## src/rtl/core/srs_pkg.sv

```systemverilog
package srs_pkg;

  localparam int MAX_SCENES = 16;
  localparam int IDX_W      = $clog2(MAX_SCENES);
  localparam int CNT_W      = $clog2(MAX_SCENES + 1);
  localparam int MASK_W     = 16;
  localparam int COUNT_W    = 5;
  localparam int SCENE_W    = 4;
  localparam int ADDR_W     = 4;
  localparam int DATA_W     = 32;

  typedef enum logic [2:0] {
    OP_NEXT     = 3'd0,
    OP_PREV     = 3'd1,
    OP_SKIP     = 3'd2,
    OP_AUTO     = 3'd3,
    OP_SET_NET  = 3'd4
  } opcode_t;

  typedef enum logic [1:0] {
    REG_SCENE_COUNT  = 2'd0,
    REG_CLOCK_MASK   = 2'd1,
    REG_NETWORK_MASK = 2'd2
  } reg_index_t;

  typedef enum logic [1:0] {
    S_IDLE,
    S_REDUCE,
    S_SCAN,
    S_DONE
  } state_t;

  function automatic logic flag_at(input logic [MASK_W-1:0] mask,
                                   input logic [IDX_W-1:0] idx);
    logic [MASK_W-1:0] shifted;
    shifted = mask >> idx;
    return shifted[0];
  endfunction

  function automatic logic [CNT_W-1:0] live_count(input logic [COUNT_W-1:0] count);
    if (int'(count) > MAX_SCENES) begin
      return CNT_W'(MAX_SCENES);
    end
    return CNT_W'(count);
  endfunction

endpackage

```

## src/rtl/core/scene_rotation_selector.sv

```systemverilog
// Scene rotation selector.
// Commands arrive on the cmd channel (opcode, target_index, network_up) and
// each produces exactly one result transaction on the res channel
// (current_scene, switched, left_scene). Both channels use valid and ready.
// The scene count and the clock and needs-network masks are written over the
// APB port; the user must do so only while the block is idle, and the block
// itself does not enforce it. pready is always high. One command occupies
// the block from acceptance until its result is loaded into the output
// register; cmd_ready is low meanwhile. Skip, set-network without a forced
// move, and no-op commands go straight to the done state. Next, previous and
// a forced move step one scene per cycle through a single index stepper, up
// to 16 steps. Auto-advance first reduces the group cursor modulo the count
// by repeated subtraction (up to 15 subtractions) and then scans, and may
// repeat both for the other group.
// When the receiver stalls, a finished result waits in the output register
// and the next command may be accepted; its result is held back until the
// previous transaction completes.
// Synchronous reset selects scene 0, network down, both cursors unset and
// the non-clock group first; the configuration registers clear to zero.
module scene_rotation_selector
  import srs_pkg::*;
(
  input  logic                 clk,
  input  logic                 rst,
  input  logic                 cmd_valid,
  output logic                 cmd_ready,
  input  logic [2:0]           opcode,
  input  logic [3:0]           target_index,
  input  logic                 network_up,
  output logic                 res_valid,
  input  logic                 res_ready,
  output logic [SCENE_W-1:0]   current_scene,
  output logic                 switched,
  output logic [SCENE_W-1:0]   left_scene,
  input  logic                 psel,
  input  logic                 penable,
  input  logic                 pwrite,
  input  logic [ADDR_W-1:0]    paddr,
  input  logic [DATA_W-1:0]    pwdata,
  output logic [DATA_W-1:0]    prdata,
  output logic                 pready
);

  state_t               state, state_next;
  logic [COUNT_W-1:0]   scene_count, scene_count_next;
  logic [MASK_W-1:0]    clock_mask, clock_mask_next;
  logic [MASK_W-1:0]    needs_network_mask, needs_network_mask_next;
  logic [IDX_W-1:0]     active_index, active_index_next;
  logic                 network_available, network_available_next;
  logic [IDX_W-1:0]     clock_cursor, clock_cursor_next;
  logic                 clock_shown, clock_shown_next;
  logic [IDX_W-1:0]     nonclock_cursor, nonclock_cursor_next;
  logic                 nonclock_shown, nonclock_shown_next;
  logic                 want_clock_next, want_clock_next_next;
  logic [IDX_W-1:0]     pos, pos_next;
  logic [CNT_W-1:0]     steps, steps_next;
  logic                 forward, forward_next;
  logic                 group_scan, group_scan_next;
  logic                 want_clk, want_clk_next;
  logic                 second, second_next;
  logic                 sw, sw_next;
  logic [IDX_W-1:0]     left, left_next;
  logic                 res_valid_next;
  logic [SCENE_W-1:0]   current_scene_next, left_scene_next;
  logic                 switched_next;

  logic [CNT_W-1:0]     n;
  logic [IDX_W-1:0]     step_pos;
  logic                 hit;
  logic                 cfg_write;
  logic [1:0]           reg_sel;
  logic                 auto_wc;
  logic                 valid_new;

  assign pready    = 1'b1;
  assign cmd_ready = (state == S_IDLE);
  assign cfg_write = psel && penable && pwrite;
  assign reg_sel   = paddr[3:2];
  assign n         = live_count(scene_count);

  always_comb begin
    if (forward) begin
      step_pos = ((CNT_W'(pos) + CNT_W'(1)) >= n) ? '0 : pos + IDX_W'(1);
    end else begin
      step_pos = (pos == '0) ? IDX_W'(n - CNT_W'(1)) : pos - IDX_W'(1);
    end
    hit = (network_available || !flag_at(needs_network_mask, step_pos)) &&
          (!group_scan || (flag_at(clock_mask, step_pos) == want_clk));
  end

  always_comb begin
    unique case (reg_sel)
      REG_SCENE_COUNT:  prdata = DATA_W'(scene_count);
      REG_CLOCK_MASK:   prdata = DATA_W'(clock_mask);
      REG_NETWORK_MASK: prdata = DATA_W'(needs_network_mask);
      default:          prdata = '0;
    endcase
  end

  always_comb begin
    state_next              = state;
    scene_count_next        = scene_count;
    clock_mask_next         = clock_mask;
    needs_network_mask_next = needs_network_mask;
    active_index_next       = active_index;
    network_available_next  = network_available;
    clock_cursor_next       = clock_cursor;
    clock_shown_next        = clock_shown;
    nonclock_cursor_next    = nonclock_cursor;
    nonclock_shown_next     = nonclock_shown;
    want_clock_next_next    = want_clock_next;
    pos_next                = pos;
    steps_next              = steps;
    forward_next            = forward;
    group_scan_next         = group_scan;
    want_clk_next           = want_clk;
    second_next             = second;
    sw_next                 = sw;
    left_next               = left;
    res_valid_next          = res_valid;
    current_scene_next      = current_scene;
    switched_next           = switched;
    left_scene_next         = left_scene;
    auto_wc                 = want_clock_next;
    valid_new               = 1'b0;

    if (res_valid && res_ready) begin
      res_valid_next = 1'b0;
    end

    if (cfg_write) begin
      unique case (reg_sel)
        REG_SCENE_COUNT: begin
          scene_count_next = pwdata[COUNT_W-1:0];
          if (CNT_W'(active_index) >= live_count(pwdata[COUNT_W-1:0])) begin
            active_index_next = '0;
          end
        end
        REG_CLOCK_MASK:   clock_mask_next = pwdata[MASK_W-1:0];
        REG_NETWORK_MASK: needs_network_mask_next = pwdata[MASK_W-1:0];
        default: ;
      endcase
    end

    unique case (state)
      S_IDLE: begin
        if (cmd_valid) begin
          sw_next    = 1'b0;
          left_next  = '0;
          second_next = 1'b0;
          steps_next = '0;
          state_next = S_DONE;
          if (opcode == OP_SET_NET) begin
            network_available_next = network_up;
            valid_new = network_up || !flag_at(needs_network_mask, active_index);
            if (n != '0 && !valid_new) begin
              pos_next        = active_index;
              forward_next    = 1'b1;
              group_scan_next = 1'b0;
              state_next      = S_SCAN;
            end
          end else if (n != '0) begin
            if (opcode == OP_NEXT || opcode == OP_PREV) begin
              pos_next        = active_index;
              forward_next    = (opcode == OP_NEXT);
              group_scan_next = 1'b0;
              state_next      = S_SCAN;
            end else if (opcode == OP_SKIP) begin
              if (CNT_W'(target_index) < n && IDX_W'(target_index) != active_index &&
                  (network_available ||
                   !flag_at(needs_network_mask, IDX_W'(target_index)))) begin
                sw_next           = 1'b1;
                left_next         = active_index;
                active_index_next = IDX_W'(target_index);
                if (flag_at(clock_mask, IDX_W'(target_index))) begin
                  clock_cursor_next    = IDX_W'(target_index);
                  clock_shown_next     = 1'b1;
                  want_clock_next_next = 1'b0;
                end else begin
                  nonclock_cursor_next = IDX_W'(target_index);
                  nonclock_shown_next  = 1'b1;
                  want_clock_next_next = 1'b1;
                end
              end
            end else if (opcode == OP_AUTO) begin
              forward_next    = 1'b1;
              group_scan_next = 1'b1;
              want_clk_next   = auto_wc;
              if (auto_wc ? clock_shown : nonclock_shown) begin
                pos_next   = auto_wc ? clock_cursor : nonclock_cursor;
                state_next = S_REDUCE;
              end else begin
                pos_next   = IDX_W'(n - CNT_W'(1));
                state_next = S_SCAN;
              end
            end
          end
        end
      end

      S_REDUCE: begin
        if (CNT_W'(pos) >= n) begin
          pos_next = pos - IDX_W'(n);
        end else begin
          state_next = S_SCAN;
        end
      end

      S_SCAN: begin
        steps_next = steps + CNT_W'(1);
        pos_next   = step_pos;
        if (hit) begin
          state_next = S_DONE;
          if (!group_scan) begin
            sw_next           = 1'b1;
            left_next         = active_index;
            active_index_next = step_pos;
            if (flag_at(clock_mask, step_pos)) begin
              clock_cursor_next    = step_pos;
              clock_shown_next     = 1'b1;
              want_clock_next_next = 1'b0;
            end else begin
              nonclock_cursor_next = step_pos;
              nonclock_shown_next  = 1'b1;
              want_clock_next_next = 1'b1;
            end
          end else begin
            if (step_pos != active_index) begin
              sw_next           = 1'b1;
              left_next         = active_index;
              active_index_next = step_pos;
            end
            if (want_clk) begin
              clock_cursor_next = step_pos;
              clock_shown_next  = 1'b1;
            end else begin
              nonclock_cursor_next = step_pos;
              nonclock_shown_next  = 1'b1;
            end
            want_clock_next_next = !want_clk;
          end
        end else if (steps + CNT_W'(1) == n) begin
          if (group_scan && !second) begin
            second_next   = 1'b1;
            want_clk_next = !want_clk;
            steps_next    = '0;
            if (!want_clk ? clock_shown : nonclock_shown) begin
              pos_next   = !want_clk ? clock_cursor : nonclock_cursor;
              state_next = S_REDUCE;
            end else begin
              pos_next   = IDX_W'(n - CNT_W'(1));
            end
          end else begin
            state_next = S_DONE;
          end
        end
      end

      S_DONE: begin
        if (!res_valid || res_ready) begin
          res_valid_next     = 1'b1;
          current_scene_next = SCENE_W'(active_index);
          switched_next      = sw;
          left_scene_next    = sw ? SCENE_W'(left) : '0;
          state_next         = S_IDLE;
        end
      end

      default: state_next = S_IDLE;
    endcase
  end

  always_ff @(posedge clk) begin
    if (rst) begin
      state              <= S_IDLE;
      scene_count        <= '0;
      clock_mask         <= '0;
      needs_network_mask <= '0;
      active_index       <= '0;
      network_available  <= 1'b0;
      clock_cursor       <= '0;
      clock_shown        <= 1'b0;
      nonclock_cursor    <= '0;
      nonclock_shown     <= 1'b0;
      want_clock_next    <= 1'b0;
      res_valid          <= 1'b0;
    end else begin
      state              <= state_next;
      scene_count        <= scene_count_next;
      clock_mask         <= clock_mask_next;
      needs_network_mask <= needs_network_mask_next;
      active_index       <= active_index_next;
      network_available  <= network_available_next;
      clock_cursor       <= clock_cursor_next;
      clock_shown        <= clock_shown_next;
      nonclock_cursor    <= nonclock_cursor_next;
      nonclock_shown     <= nonclock_shown_next;
      want_clock_next    <= want_clock_next_next;
      res_valid          <= res_valid_next;
    end
  end

  always_ff @(posedge clk) begin
    pos           <= pos_next;
    steps         <= steps_next;
    forward       <= forward_next;
    group_scan    <= group_scan_next;
    want_clk      <= want_clk_next;
    second        <= second_next;
    sw            <= sw_next;
    left          <= left_next;
    current_scene <= current_scene_next;
    switched      <= switched_next;
    left_scene    <= left_scene_next;
  end

endmodule
```

## config.mk

```make
export PLATFORM = sky130hd
export DESIGN_NAME = scene_rotation_selector
export DESIGN_NICKNAME = d
export VERILOG_FILES = /design/src/rtl/core/srs_pkg.sv /design/src/rtl/core/scene_rotation_selector.sv
export SDC_FILE = /design/constraint.sdc
export NUM_CORES = 1
export LEC_CHECK = 0
export BUFFER_PORTS_ARGS = -buffer_cell sky130_fd_sc_hd__buf_2
export CAP_MARGIN = 5
export CORE_UTILIZATION = 44
export CTS_BUF_LIST = sky130_fd_sc_hd__clkbuf_8 sky130_fd_sc_hd__clkbuf_16
export CTS_CLUSTER_SIZE = 8
export DETAILED_ROUTE_END_ITERATION = 6
export PLACE_DENSITY = 0.64
export RECOVER_POWER = 100
export SLEW_MARGIN = 30
export SYNTH_ARGS = -nofsm -noshare
export SYNTH_HDL_FRONTEND = slang
export SYNTH_SLANG_ARGS = --single-unit
```

## constraint.sdc

```tcl
create_clock -name clk -period 4.5 [get_ports clk]
set_input_delay 1.125 -clock clk [delete_from_list [all_inputs] [get_ports clk]]
set_output_delay 1.125 -clock clk [all_outputs]
set_load 0.1 [all_outputs]
```

---- After elaboration in Yosys (flattened, before gate mapping) ----
Cells that the tools add are included.
storage, ports and cells
  bits of input ports ..................... 51
  logic and storage cells ................. 301
  output and inout bits ................... 44
  flip-flop bits (word level) ............. 83
operators by class
  add/sub/neg operators ................... 6
  shifts and indexed selects .............. 5
  magnitude comparators ................... 6
  eq/ne operators ......................... 43
  muxes and demuxes ....................... 172
  reductions and logical operators ........ 46
operators by type and width
  kind                                           number
  two-way mux 4 bit                              61
  >> shifter 16 x 4 -> 1 bit                     5
  two-way mux 1 bit                              74
  two-way mux 5 bit                              10
  one-hot mux 16 bit (3 select lines)            1
  one-hot mux 4 bit (2 select lines)             4
  two-way mux 2 bit                              13
  != test 2 bit, second input constant           12
  AND reduction 11 bit                           2
  != test 3 bit, second input constant           7
  != test 2 x 1 -> 1 bit, second input constant  6
  one-hot mux 1 bit (2 select lines)             6
  one-hot mux 4 bit (3 select lines)             1
  greater-or-equal comparator 4 x 5 -> 1 bit     2
  > comparator 5 bit, second input constant      2
  one-hot mux 5 bit (2 select lines)             1
  AND reduction 10 bit                           1
  AND reduction 2 bit                            5
  AND reduction 5 bit                            2
  logical AND 1 bit                              8
  zero test 1 bit                                8
  != test 4 bit                                  2
  != test 4 bit, second input constant           2
  one-hot mux 2 bit (4 select lines)             1
  29 further kinds                               42

---- Logic depth before layout (Yosys ltp) ----
Gate-level depths: netlist of the first run.
  word-level depth ........................ 18
  gate-level depth with buffers ........... 19
  depth with buffers taken out ............ 15

---- Least setup slack after synthesis of the first run ----
No wires, ideal clock.
  path kind ............................... input-to-output
  start point ............................. in paddr[2]
  end point ............................... out prdata[0]
  required time ........................... 3375 ps
  buffers on the path ..................... 1
  slack ................................... -309 ps
  stages .................................. 3
  arrival ................................. 3684 ps
  cell sequence ........................... clkbuf_1 -> mux2i_1 -> o21ai_0
between the ends
  cells in the longest elaborated chain, start to end .. 2
  elaborated cells on any way between the ends .. 4
  those cells by class .................... eq/ne: 2; mux: 1; reduce/logical: 1
RTL lines
  what                                         RTL line                       text
  start: declaration                           scene_rotation_selector.sv:38  input logic [ADDR_W-1:0] paddr,
  equality test 2 bit (tied with other cells)  scene_rotation_selector.sv:92  unique case (reg_sel)
  one-hot mux 16 bit (3 select lines) (*)      scene_rotation_selector.sv:92
  end: declaration                             scene_rotation_selector.sv:40  output logic [DATA_W-1:0] prdata,
Every way passes the cells marked *; elsewhere a longest branch is shown, timed or not.

---- Final worst setup path of the first run ----
  start point ............................. reg pos[1]
  end point ............................... reg nonclock_cursor[2]
between the ends
  cells in the longest elaborated chain, start to end .. 10
  elaborated cells on any way between the ends .. 23
  those cells by class .................... add/sub: 3; order compare: 1; eq/ne: 3; shift: 2; mux: 8; reduce/logical: 6
RTL lines
  what                                                    RTL line                                                      text
  start: declaration                                      scene_rotation_selector.sv:55                                 logic [IDX_W-1:0] pos, pos_next;
  start signal: assignment                                scene_rotation_selector.sv:304                                pos <= pos_next;
  adder 4 x 1 -> 5 bit                                    scene_rotation_selector.sv:83                                 step_pos = ((CNT_W'(pos) + CNT_W'(1)) >= n) ? '0 : pos + IDX_W'(1);
  greater-or-equal comparator 5 bit                       scene_rotation_selector.sv:83
  two-way mux 4 bit                                       scene_rotation_selector.sv:83
  two-way mux 4 bit (*)                                   scene_rotation_selector.sv:82                                 if (forward) begin
  >> shifter 16 x 4 -> 1 bit                              srs_pkg.sv:36                                                 shifted = mask >> idx;
  equality test 1 bit or zero test 1 bit (tied branches)  scene_rotation_selector.sv:88, scene_rotation_selector.sv:87
  logical OR 1 bit, on equally long branches              scene_rotation_selector.sv:88, scene_rotation_selector.sv:87
  logical AND 1 bit                                       scene_rotation_selector.sv:87                                 hit = (network_available || !flag_at(needs_network_mask, step_pos)) &&
  != test 2 bit (no source line)                          n/a
  AND reduction 11 bit (no source line)                   n/a
  end signal: assignment                                  scene_rotation_selector.sv:296                                nonclock_cursor <= nonclock_cursor_next;
  end: declaration                                        scene_rotation_selector.sv:52                                 logic [IDX_W-1:0] nonclock_cursor, nonclock_cursor_next;
Every way passes the cells marked *; elsewhere a longest branch is shown, timed or not. The select of a mux whose other input is x is not followed.
A chain may end at the register's enable or synchronous reset.

==> impl_results.md, run 1 <==
* Worst Tran Pin Value at 1.17 ns
* Routed WL per cell at 19.0 um
* Die span in x at 118 um
* Area of the core at 13200 um^2
* Layout cells sized above 1 at 19.5%
* # Max-Cap Violations at 0
* PnR worst setup slack at 0.144 ns
* Routability Congestion at 0.917
* Final max-slew violation count at 0
* Clock Path Buffers at 2
* Levels on crit path at 16
* Mean Syn Cell Area at 8.90 um^2
* Post-Route WL at 17300 um
* Final Cycle Share at 96.8%
* Power, Total at 0.00436 W
* Area share of the largest cell type after synthesis at 18.8%
* R2R setup slack at 0.14 ns
* Crit path max-delay cell type: edfxtp_1
* DRC violations left at 0
* Cell Area, Placed at 6460 um^2
* Worst path bufs/invs at 2
* Mapped cell area at 5960 um^2
* Final hold violations at 0
* Clk pin slew, worst setup/hold paths at 0.06 ns
* PortBufs at 59
* Fin area at 6890 um^2
* Leading area contributor after synthesis: dfxtp_1
* Crit path launch type: flip-flop
* Distinct cells, synth at 76
* GRT overflow at 0
* WP data arrival at 4.57 ns
* DR iter-0 viols at 485
* Vias in the first global route at 5220
* Cell Rows at 42
* Initial Utilization at 45.0%
* Reg2reg start: pos[1]
* Root buffer cell: clkbuf_16
* First-pass GRT wire length at 27500 um
* CP top delay family: compound AO/OA/AOI/OAI gates
* Crit path time final at 4.36 ns
* Worst setup path startpoint: pos[1]
* Placed cell count at 892
* Post-synth EDFFs at 27
* Top cells by area, synth: dfxtp_1 (19%), edfxtp_1 (14%), nand2_1 (6.7%), mux4_2 (6.0%), mux2i_1 (5.7%)
* Flops & latches, synth at 83
* Cells on worst reg2reg path at 16
* Tot GR Track Use at 25.4%
* Top FF cell, synth: dfxtp_1
* # H-tree levels at 3
* TritonCTS clock tree: built
* Ports at 95
* 1st-pass router iterations at 5
* Worst EP required at 4.71 ns
* Status: finished clean
* CTS sink cnt at 83
* Layout Cells excl Fill at 914
* Vias per cell at 5.82
* Max stage delay on crit path at 0.49 ns
* Worst Setup EP: nonclock_cursor[2]
* Post-place setup slack at -0.0373 ns
* Final setup fails at 0
* Critical path cell sequence: ha_1 -> and3_1 -> ha_1 -> nand2_1 -> nand2_1 -> a2111oi_4 -> buf_4 -> nor3_4 -> a2111oi_2 -> a2111oi_2 -> a32oi_1 -> o21ai_4 -> buf_4 -> o41ai_4 -> o211ai_2 -> mux2i_1
* CTS Buf Count at 9
* Worst setup EP type: flip-flop
* Crit Path Class: flip-flop to flip-flop
* Slew HR at 22.0%
* Initial antenna violation count at 0
* Die extent in y at 118 um
* Power per cell area at 634 nW/um^2
* Ant. Diodes at 0
* Commonest cells post-synth: nand2_1 (106), dfxtp_1 (56), a21oi_1 (53), nor2_1 (48), mux2i_1 (34)
* Largest net degree at the start of global routing at 49
* Worst-skew pair later-pin latency at 0.35 ns
* Crit path max fanout at 7
* Fmax achieved at 0.230 GHz
* Via count of the routed design at 5323
* DP HPWL at 12800 um
* RSZ-0062 raised after global routing: yes
* Synth-to-Final Area Change at 15.5%
* Most frequent cell after synthesis: nand2_1
* RR Endpoint: nonclock_cursor[2]
* Die area at 14000 um^2
* HP Class: flip-flop to flip-flop
* Routed Antenna Nets at 0
* Ys Warns at 0
* Leakage at 2.71 nW
* Worst VDD drop at 0.000259 V
* Nets at 809
* Register area share after synthesis at 32.4%
* Ys async rst share at 0%
* Cells after synthesis at 670
* Clk_skew at 0.00450 ns
-- layer usage --
layer | part of all wire [%] | GRT usage, % | routed length [um]
met3 | 6.6 | 5.65 | 1150
met2 | 48 | 41.5 | 8260
met4 | 3.5 | 11.2 | 603
met5 | 0 | 0 | 0
met1 | 42 | 32.0 | 7320
-- cells in the final DEF (no fill, tap or decap), drive strengths merged, types with 6 or more instances in the layout --
master    n
o21ai    16
nor2     48
nand2b   20
and2      7
xor2     13
inv      25
ha       24
a211oi    9
edfxtp   27
mux2i    34
buf      59
o211ai    6
mux4     16
conb     17
nand3    12
nor3      9
or3       7
nor2b    13
mux2      7
clkbuf   44
a22o     11
a21oi    54
dfxtp    56
nand2   106
xnor2     8
nor3b     6
-- repair_timing --
item | 4_1_cts | 5_1_grt
pin swaps | 0 | 4
endpoints found under the setup margin | 2 | 31
gates resized for setup | 1 | 20
hold buffers | 0 | 0
setup buffers | 0 | 6
-- state kept, by name (all words and copies together) (netlist names), 2 cells and up --
register / count
nonclock_cursor: 4
clock_cursor: 4
needs_network_mask: 16
steps: 5
left_scene: 4
clock_mask: 16
pos: 4
scene_count: 5
left: 4
active_index: 4
state: 2
current_scene: 4
-- power breakdown --
| group | switching [W] | internal [W] |
|---|---|---|
| registers | 0.000155 | 0.000955 |
| clock network | 0.000317 | 0.000445 |
| logic | 0.00150 | 0.000989 |
-- worst min-delay path by stage --
stage / start / to / slack [ns] / depth (start not counted)
floorplan: active_index[0] / current_scene[0] / 0.41 / 0
global placement: clock_cursor[2] / clock_cursor[2] / 0.47 / 2
detailed placement: clock_cursor[2] / clock_cursor[2] / 0.47 / 2
CTS: clock_cursor[2] / clock_cursor[2] / 0.48 / 2
global route: clock_cursor[0] / clock_cursor[0] / 0.50 / 2
finish: clock_cursor[2] / clock_cursor[2] / 0.48 / 2
-- through the flow --
step | TNS (ns) | util, % | hold slack, ns
finish | 0 | 52.0 | 0.476
global route | -0.572 | 52.0 | 0.502
CTS | 0 | 51.0 | 0.482
detailed placement | -0.0373 | 48.8 | 0.474
global placement | 0 | 48.8 | 0.470
floorplan | 0 | - | 0.406
-- kinds of logic (layout without fill, tap and decap cells) --
family / Yosys count / count (layout) / share of synthesized area (%)
fa+ha+maj: 25 / 25 / 5.37
buf+inv: 80 / 133 / 6.59
simple gates: 246 / 246 / 19.7
mux: 57 / 57 / 13.1
flops: 83 / 83 / 32.4
other cells: 2 / 17 / 0.126
compound gates: 156 / 156 / 19.5
xor+xnor: 21 / 21 / 3.21
-- layout make-up --
class,instances,area [um^2]
clock buffer,10,239
clock inverter,6,63.8
fill,1267,6350
multi-input combinational,522,3810
tap,176,220
inverter,24,90.1
timing repair buffer,93,533
sequential,83,1930
-- worst min-delay path: cells and delay by family (launching register included) --
kind,cells,cell delay [ns]
DFF,1,0.31
and+or+nand+nor,1,0.06
muxes,1,0.06
Note: power is estimated with default switching activity, not from simulation.
==> inputs of run 2 (changes only) <==
--- a/config.mk
+++ b/config.mk
@@ -8,7 +8,7 @@
 export BUFFER_PORTS_ARGS = -buffer_cell sky130_fd_sc_hd__buf_2
 export CAP_MARGIN = 5
 export CORE_UTILIZATION = 44
-export CTS_BUF_LIST = sky130_fd_sc_hd__clkbuf_8 sky130_fd_sc_hd__clkbuf_16
+export CTS_BUF_LIST = sky130_fd_sc_hd__clkbuf_16
 export CTS_CLUSTER_SIZE = 8
 export DETAILED_ROUTE_END_ITERATION = 6
 export PLACE_DENSITY = 0.64
==> run 2 against run 1 <==
Against the previous run: worst setup slack lost 0.0038 ns; maximum frequency is essentially flat; sequential power barely moved; power decreased by 0.53%; global-route usage about the same; hold slack is essentially flat; wire length is 0.30% lower; cell count did not move; clock power fell by 2%; via count shrank 0.15%; critical endpoint unchanged; largest power group unchanged.
==> impl_results.md, run 2 (synthesis gave the netlist of run 1 again) <==
* Final setup fails at 0
* Ports at 95
* Fmax achieved at 0.229 GHz
* Final Cycle Share at 96.9%
* Ant. Diodes at 0
* Clk pin slew, worst setup/hold paths at 0.06 ns
* Cts hold-fix bufs at 0
* Crit path launch type: flip-flop
* Vias per cell at 5.82
* Placed cell count at 892
* DRC violations left at 0
* TritonCTS clock tree: built
* Clk_skew at 0.00564 ns
* Final hold violations at 0
* Worst-skew pair later-pin latency at 0.35 ns
* Vias in the first global route at 5218
* Slew HR at 22.0%
* Power per cell area at 632 nW/um^2
* # H-tree levels at 3
* Status: finished clean
* Largest net degree at the start of global routing at 49
* Crit Path Class: flip-flop to flip-flop
* # Max-Cap Violations at 0
* 1st-pass router iterations at 5
* GRT overflow at 0
* Layout Cells excl Fill at 914
* Routed Antenna Nets at 0
* Die area at 14000 um^2
* CTS Buf Count at 9
* Via count of the routed design at 5315
* R2R setup slack at 0.14 ns
* Highest-count cells in the layout ignoring fill and taps: nand2_1 (106), dfxtp_1 (56), a21oi_1 (53)
* Hold slack at 0.477 ns
* Most common cell after layout, fill and taps aside: nand2_1
* HP Class: flip-flop to flip-flop
* RSZ-0062 raised after global routing: yes
* Routed WL per cell at 18.9 um
* Largest registers: clock_mask (16), needs_network_mask (16)
* DP HPWL at 12800 um
* Root buffer cell: clkbuf_16
* Nets at 809
* First-pass GRT wire length at 27500 um
* CTS sink cnt at 83
* Clock Path Buffers at 2
* PortBufs at 59
* Die span in x at 118 um
* Crit path max fanout at 7
* Worst Tran Pin Value at 1.17 ns
* Power, Total at 0.00434 W
* WP data arrival at 4.57 ns
* Worst VDD drop at 0.000260 V
* Area of the core at 13200 um^2
* DR iter-0 viols at 447
* Leakage at 2.71 nW
* Worst EP required at 4.71 ns
* Initial Utilization at 45.0%
* Initial antenna violation count at 0
* Tot GR Track Use at 25.4%
* Post-Route WL at 17300 um
* Worst setup EP type: flip-flop
* Final max-slew violation count at 0
* Synth-to-Final Area Change at 15.2%
* Cell Rows at 42
* Die extent in y at 118 um
* Crit path time final at 4.36 ns
* Layout cells sized above 1 at 19.4%
* Routability Congestion at 0.917
-- run 2: worst paths after layout --
kind	start	endpoint	cells after the start
worst max-delay path	pos[1]	nonclock_cursor[2]	16
worst min-delay path	clock_cursor[2]	clock_cursor[2]	2
worst max register to register	pos[1]	nonclock_cursor[2]	16
worst min register to register	clock_cursor[2]	clock_cursor[2]	2
-- run 2: stage by stage --
step	utilization, %	setup WS, ns	cell area [um^2]	setup TNS, ns
after floorplan	-	0.331	6020	0
after global placement	48.8	0.0770	6460	0
after detailed placement	48.8	-0.0373	6460	-0.0373
after CTS	51.0	0.00770	6750	0
after global routing	51.9	-0.0635	6870	-0.809
final	51.9	0.140	6870	0
-- run 2: metal layers --
layer  vias up  track usage, %  wire length, um
met4         0            11.2              596
met1      2560            31.9             7310
met5         -               0                0
met2       197            41.5             8270
li1       2518               -                -
met3        40            5.65             1110
-- run 2: area by class of cell --
| cell class | count | area [um^2] |
|---|---|---|
| Clock buffer | 9 | 225 |
| Sequential cell | 83 | 1930 |
| Inverter | 24 | 90.1 |
| Multi-Input combinational cell | 522 | 3800 |
| Clock inverter | 7 | 67.6 |
| Timing Repair Buffer | 93 | 533 |
| Fill cell | 1267 | 6370 |
| Tap cell | 176 | 220 |
-- run 2: repair_timing --
action / CTS / global route
setup buffers: 0 / 6
hold endpoints to repair: 0 / 0
resized for setup: 1 / 19
pin swaps: 0 / 4
setup endpoints to repair: 2 / 31
-- run 2: where the power goes --
part	internal, W	total [W]	switching, W
Combinational	0.000987	0.00248	0.00150
Clock	0.000429	0.000748	0.000320
Sequential	0.000955	0.00111	0.000156
-- run 2: worst max-delay path: stages (launching register included) --
cell and delay [ns]:
edfxtp_1 0.49, ha_1 0.25, and3_1 0.19, ha_1 0.34, nand2_1 0.12, nand2_1 0.14, a2111oi_4 0.35, buf_4 0.19
nor3_4 0.07, a2111oi_2 0.43, a2111oi_2 0.11, a32oi_1 0.32, o21ai_4 0.13, buf_4 0.16, o41ai_4 0.45, o211ai_2 0.28
mux2i_1 0.18
==> inputs of run 3 (changes only) <==
--- a/config.mk
+++ b/config.mk
@@ -11,7 +11,7 @@
 export CTS_BUF_LIST = sky130_fd_sc_hd__clkbuf_16
 export CTS_CLUSTER_SIZE = 8
 export DETAILED_ROUTE_END_ITERATION = 6
-export PLACE_DENSITY = 0.64
+export PLACE_DENSITY = 0.66
 export RECOVER_POWER = 100
 export SLEW_MARGIN = 30
 export SYNTH_ARGS = -nofsm -noshare
==> constraint.sdc (replaced) <==
create_clock -name clk -period 3.6 [get_ports clk]
set_input_delay 0.9 -clock clk [delete_from_list [all_inputs] [get_ports clk]]
set_output_delay 0.9 -clock clk [all_outputs]
set_load 0.1 [all_outputs]
==> run 3 against run 2 <==
Against the previous run: the run now ends with capacitance limit, slew limit, setup timing left; first-iteration DRC count grew 29%; maximum frequency grew 7.7%; power grew 54%; wire length grew 11%; non-clock buffer count grew 61; via count grew 7.2%; largest cell class unchanged; largest power group unchanged; highest routed layer unchanged.
==> impl_results.md, run 3 (synthesis gave the netlist of run 1 again) <==
* Status: finished with violations
* Failing checks: capacitance limit, slew limit, setup timing
* GRT overflow at 0
* Cell Rows at 42
* Routability Congestion at 0.868
* Fill count at 1167
* Util after Layout at 59.9%
* DR iter-0 viols at 575
* Clock Path Buffers at 2
* Ports at 95
* Routed WL per cell at 19.7 um
* Leakage at 3.10 nW
* Initial Utilization at 45.0%
* Slew HR at -30.4%
* DP HPWL at 13900 um
* Root buffer cell: clkbuf_16
* # Max-Cap Violations at 1
* CTS Buf Count at 9
* Critical path cell sequence: buf_4 -> inv_4 -> ha_4 -> ha_4 -> buf_4 -> a211oi_4 -> nor2_2 -> o31ai_2 -> buf_4 -> and2_4 -> a32oi_4 -> a211oi_2 -> nor4_4 -> o211ai_1 -> buf_4 -> buf_6 -> nor3_1 -> a211o_1
* Vias in the first global route at 5618
* Clk pin slew, worst setup/hold paths at 0.07 ns
* TritonCTS clock tree: built
* Crit path time final at 4.05 ns
* Die span in x at 118 um
* PortBufs at 59
* Ant. Diodes at 0
* # H-tree levels at 3
* PnR worst setup slack at -0.447 ns
* CP top delay family: compound AO/OA/AOI/OAI gates
* Worst-skew pair later-pin latency at 0.35 ns
* Vias per cell at 5.85
* RSZ-0062 raised after global routing: yes
* Worst VDD drop at 0.000385 V
* Die extent in y at 118 um
* Initial antenna violation count at 0
* Area of the core at 13200 um^2
* Tot GR Track Use at 27.3%
* Routed Antenna Nets at 0
* Nets at 870
* 1st-pass router iterations at 5
* Clk_skew at 0.0118 ns
* Largest net degree at the start of global routing at 37
* Final hold violations at 0
* CTS sink cnt at 83
* Largest registers: clock_mask (16), needs_network_mask (16)
* Most common cell after layout, fill and taps aside: nand2_1
* Worst path bufs/invs at 6
* Crit path max fanout at 6
* HP Class: flip-flop to flip-flop
* Final setup fails at 33
* Worst Tran Pin Value at 1.96 ns
* Fin area at 7930 um^2
* Post-Route WL at 19200 um
* Final max-slew violation count at 37
* Crit path max-delay cell type: edfxtp_1
* Highest-count cells in the layout ignoring fill and taps: nand2_1 (104), buf_4 (78), dfxtp_1 (56)
* Max stage delay on crit path at 0.42 ns
* First-pass GRT wire length at 29500 um
* WP data arrival at 4.15 ns
* Cts hold-fix bufs at 0
* Synth-to-Final Area Change at 32.9%
* Crit Path Class: flip-flop to flip-flop
* DRC violations left at 0
* Layout cells sized above 1 at 31.8%
* Cell Area, Placed at 7290 um^2
* Final Cycle Share at 112%
* Worst setup EP type: flip-flop
* Fmax achieved at 0.247 GHz
* Crit path launch type: flip-flop
* Most numerous cell on the critical path: buf_4
* Via count of the routed design at 5699
* Power per cell area at 846 nW/um^2
* Worst EP required at 3.70 ns
* Die area at 14000 um^2
## run 3: cell types whose count changed in the layout (fill, tap and decap cells not counted), moves of 4 or more
cell	change
mux2i_1	-4
inv_1	-4
a211oi_1	-5
a2111oi_2	-4
o21ai_2	+4
a2111oi_4	+4
buf_4	+48
clkbuf_2	-15
ha_1	-6
o21ai_1	-5
nor3b_1	-4
ha_4	+6
buf_6	+23
## run 3: layout make-up
cell class | count | area, um^2 | share of cell area (%)
Sequential cell | 83 | 1930 | 24.4
Timing Repair Buffer | 154 | 1140 | 14.4
Clock buffer | 9 | 225 | 2.84
Clock inverter | 7 | 81.3 | 1.03
Tap cell | 176 | 220 | 2.78
Multi-Input combinational cell | 522 | 4240 | 53.4
Inverter | 24 | 92.6 | 1.17
## run 3: power breakdown
part	total [W]	internal (W)	switching [W]
clock network	0.000977	0.000551	0.000426
logic	0.00434	0.00198	0.00235
registers	0.00139	0.00119	0.000198
total	0.00670	0.00373	0.00298
## run 3: worst register-to-register path, cell delays in order (launching register included)
cell	delay [ns]
edfxtp_1	0.42
buf_4	0.17
inv_4	0.06
ha_4	0.21
ha_4	0.22
buf_4	0.14
a211oi_4	0.27
nor2_2	0.08
o31ai_2	0.26
buf_4	0.24
and2_4	0.20
a32oi_4	0.13
a211oi_2	0.36
nor4_4	0.09
o211ai_1	0.32
buf_4	0.22
buf_6	0.11
nor3_1	0.04
a211o_1	0.26
## run 3: repair_timing
item                       in CTS  in global routing
resized for setup              30                 37
gates cloned                    0                  1
setup endpoints to repair      33                 33
pin swaps                      15                 11
setup buffers                  10                  6
## run 3: routing by layer
| layer | vias to the layer above | track usage (%) | routed length [um] |
|---|---|---|---|
| met4 | 0 | 10.4 | 675 |
| met1 | 2741 | 34.7 | 7770 |
| met5 | - | 0 | 0 |
| met2 | 264 | 45.7 | 9480 |
| met3 | 57 | 5.21 | 1250 |
| li1 | 2637 | - | - |
## run 3: path summary, 6_finish.rpt
check,endpoint,depth (start not counted),slack [ns],from
worst min-delay path,nonclock_cursor[2],2,0.48,nonclock_cursor[2]
worst max-delay path,pos[1],18,-0.45,pos[0]
worst min register to register,nonclock_cursor[2],2,0.48,nonclock_cursor[2]
worst max register to register,pos[1],18,-0.45,pos[0]
## run 3: stage by stage
step / hold slack, ns / setup TNS, ns / setup slack [ns] / cells / total power [W]
6_report: 0.481 / -11.83 / -0.447 / 975 / 0.00670
5_1_grt: 0.512 / -16.28 / -0.609 / 975 / 0.00703
4_1_cts: 0.489 / -8.68 / -0.368 / 968 / 0.00616
3_5_place_dp: 0.481 / -11.50 / -0.463 / 942 / 0.00489
3_3_place_gp: 0.467 / -9.49 / -0.393 / 942 / 0.00477
2_1_floorplan: 0.406 / -4.90 / -0.285 / 685 / 0.00376
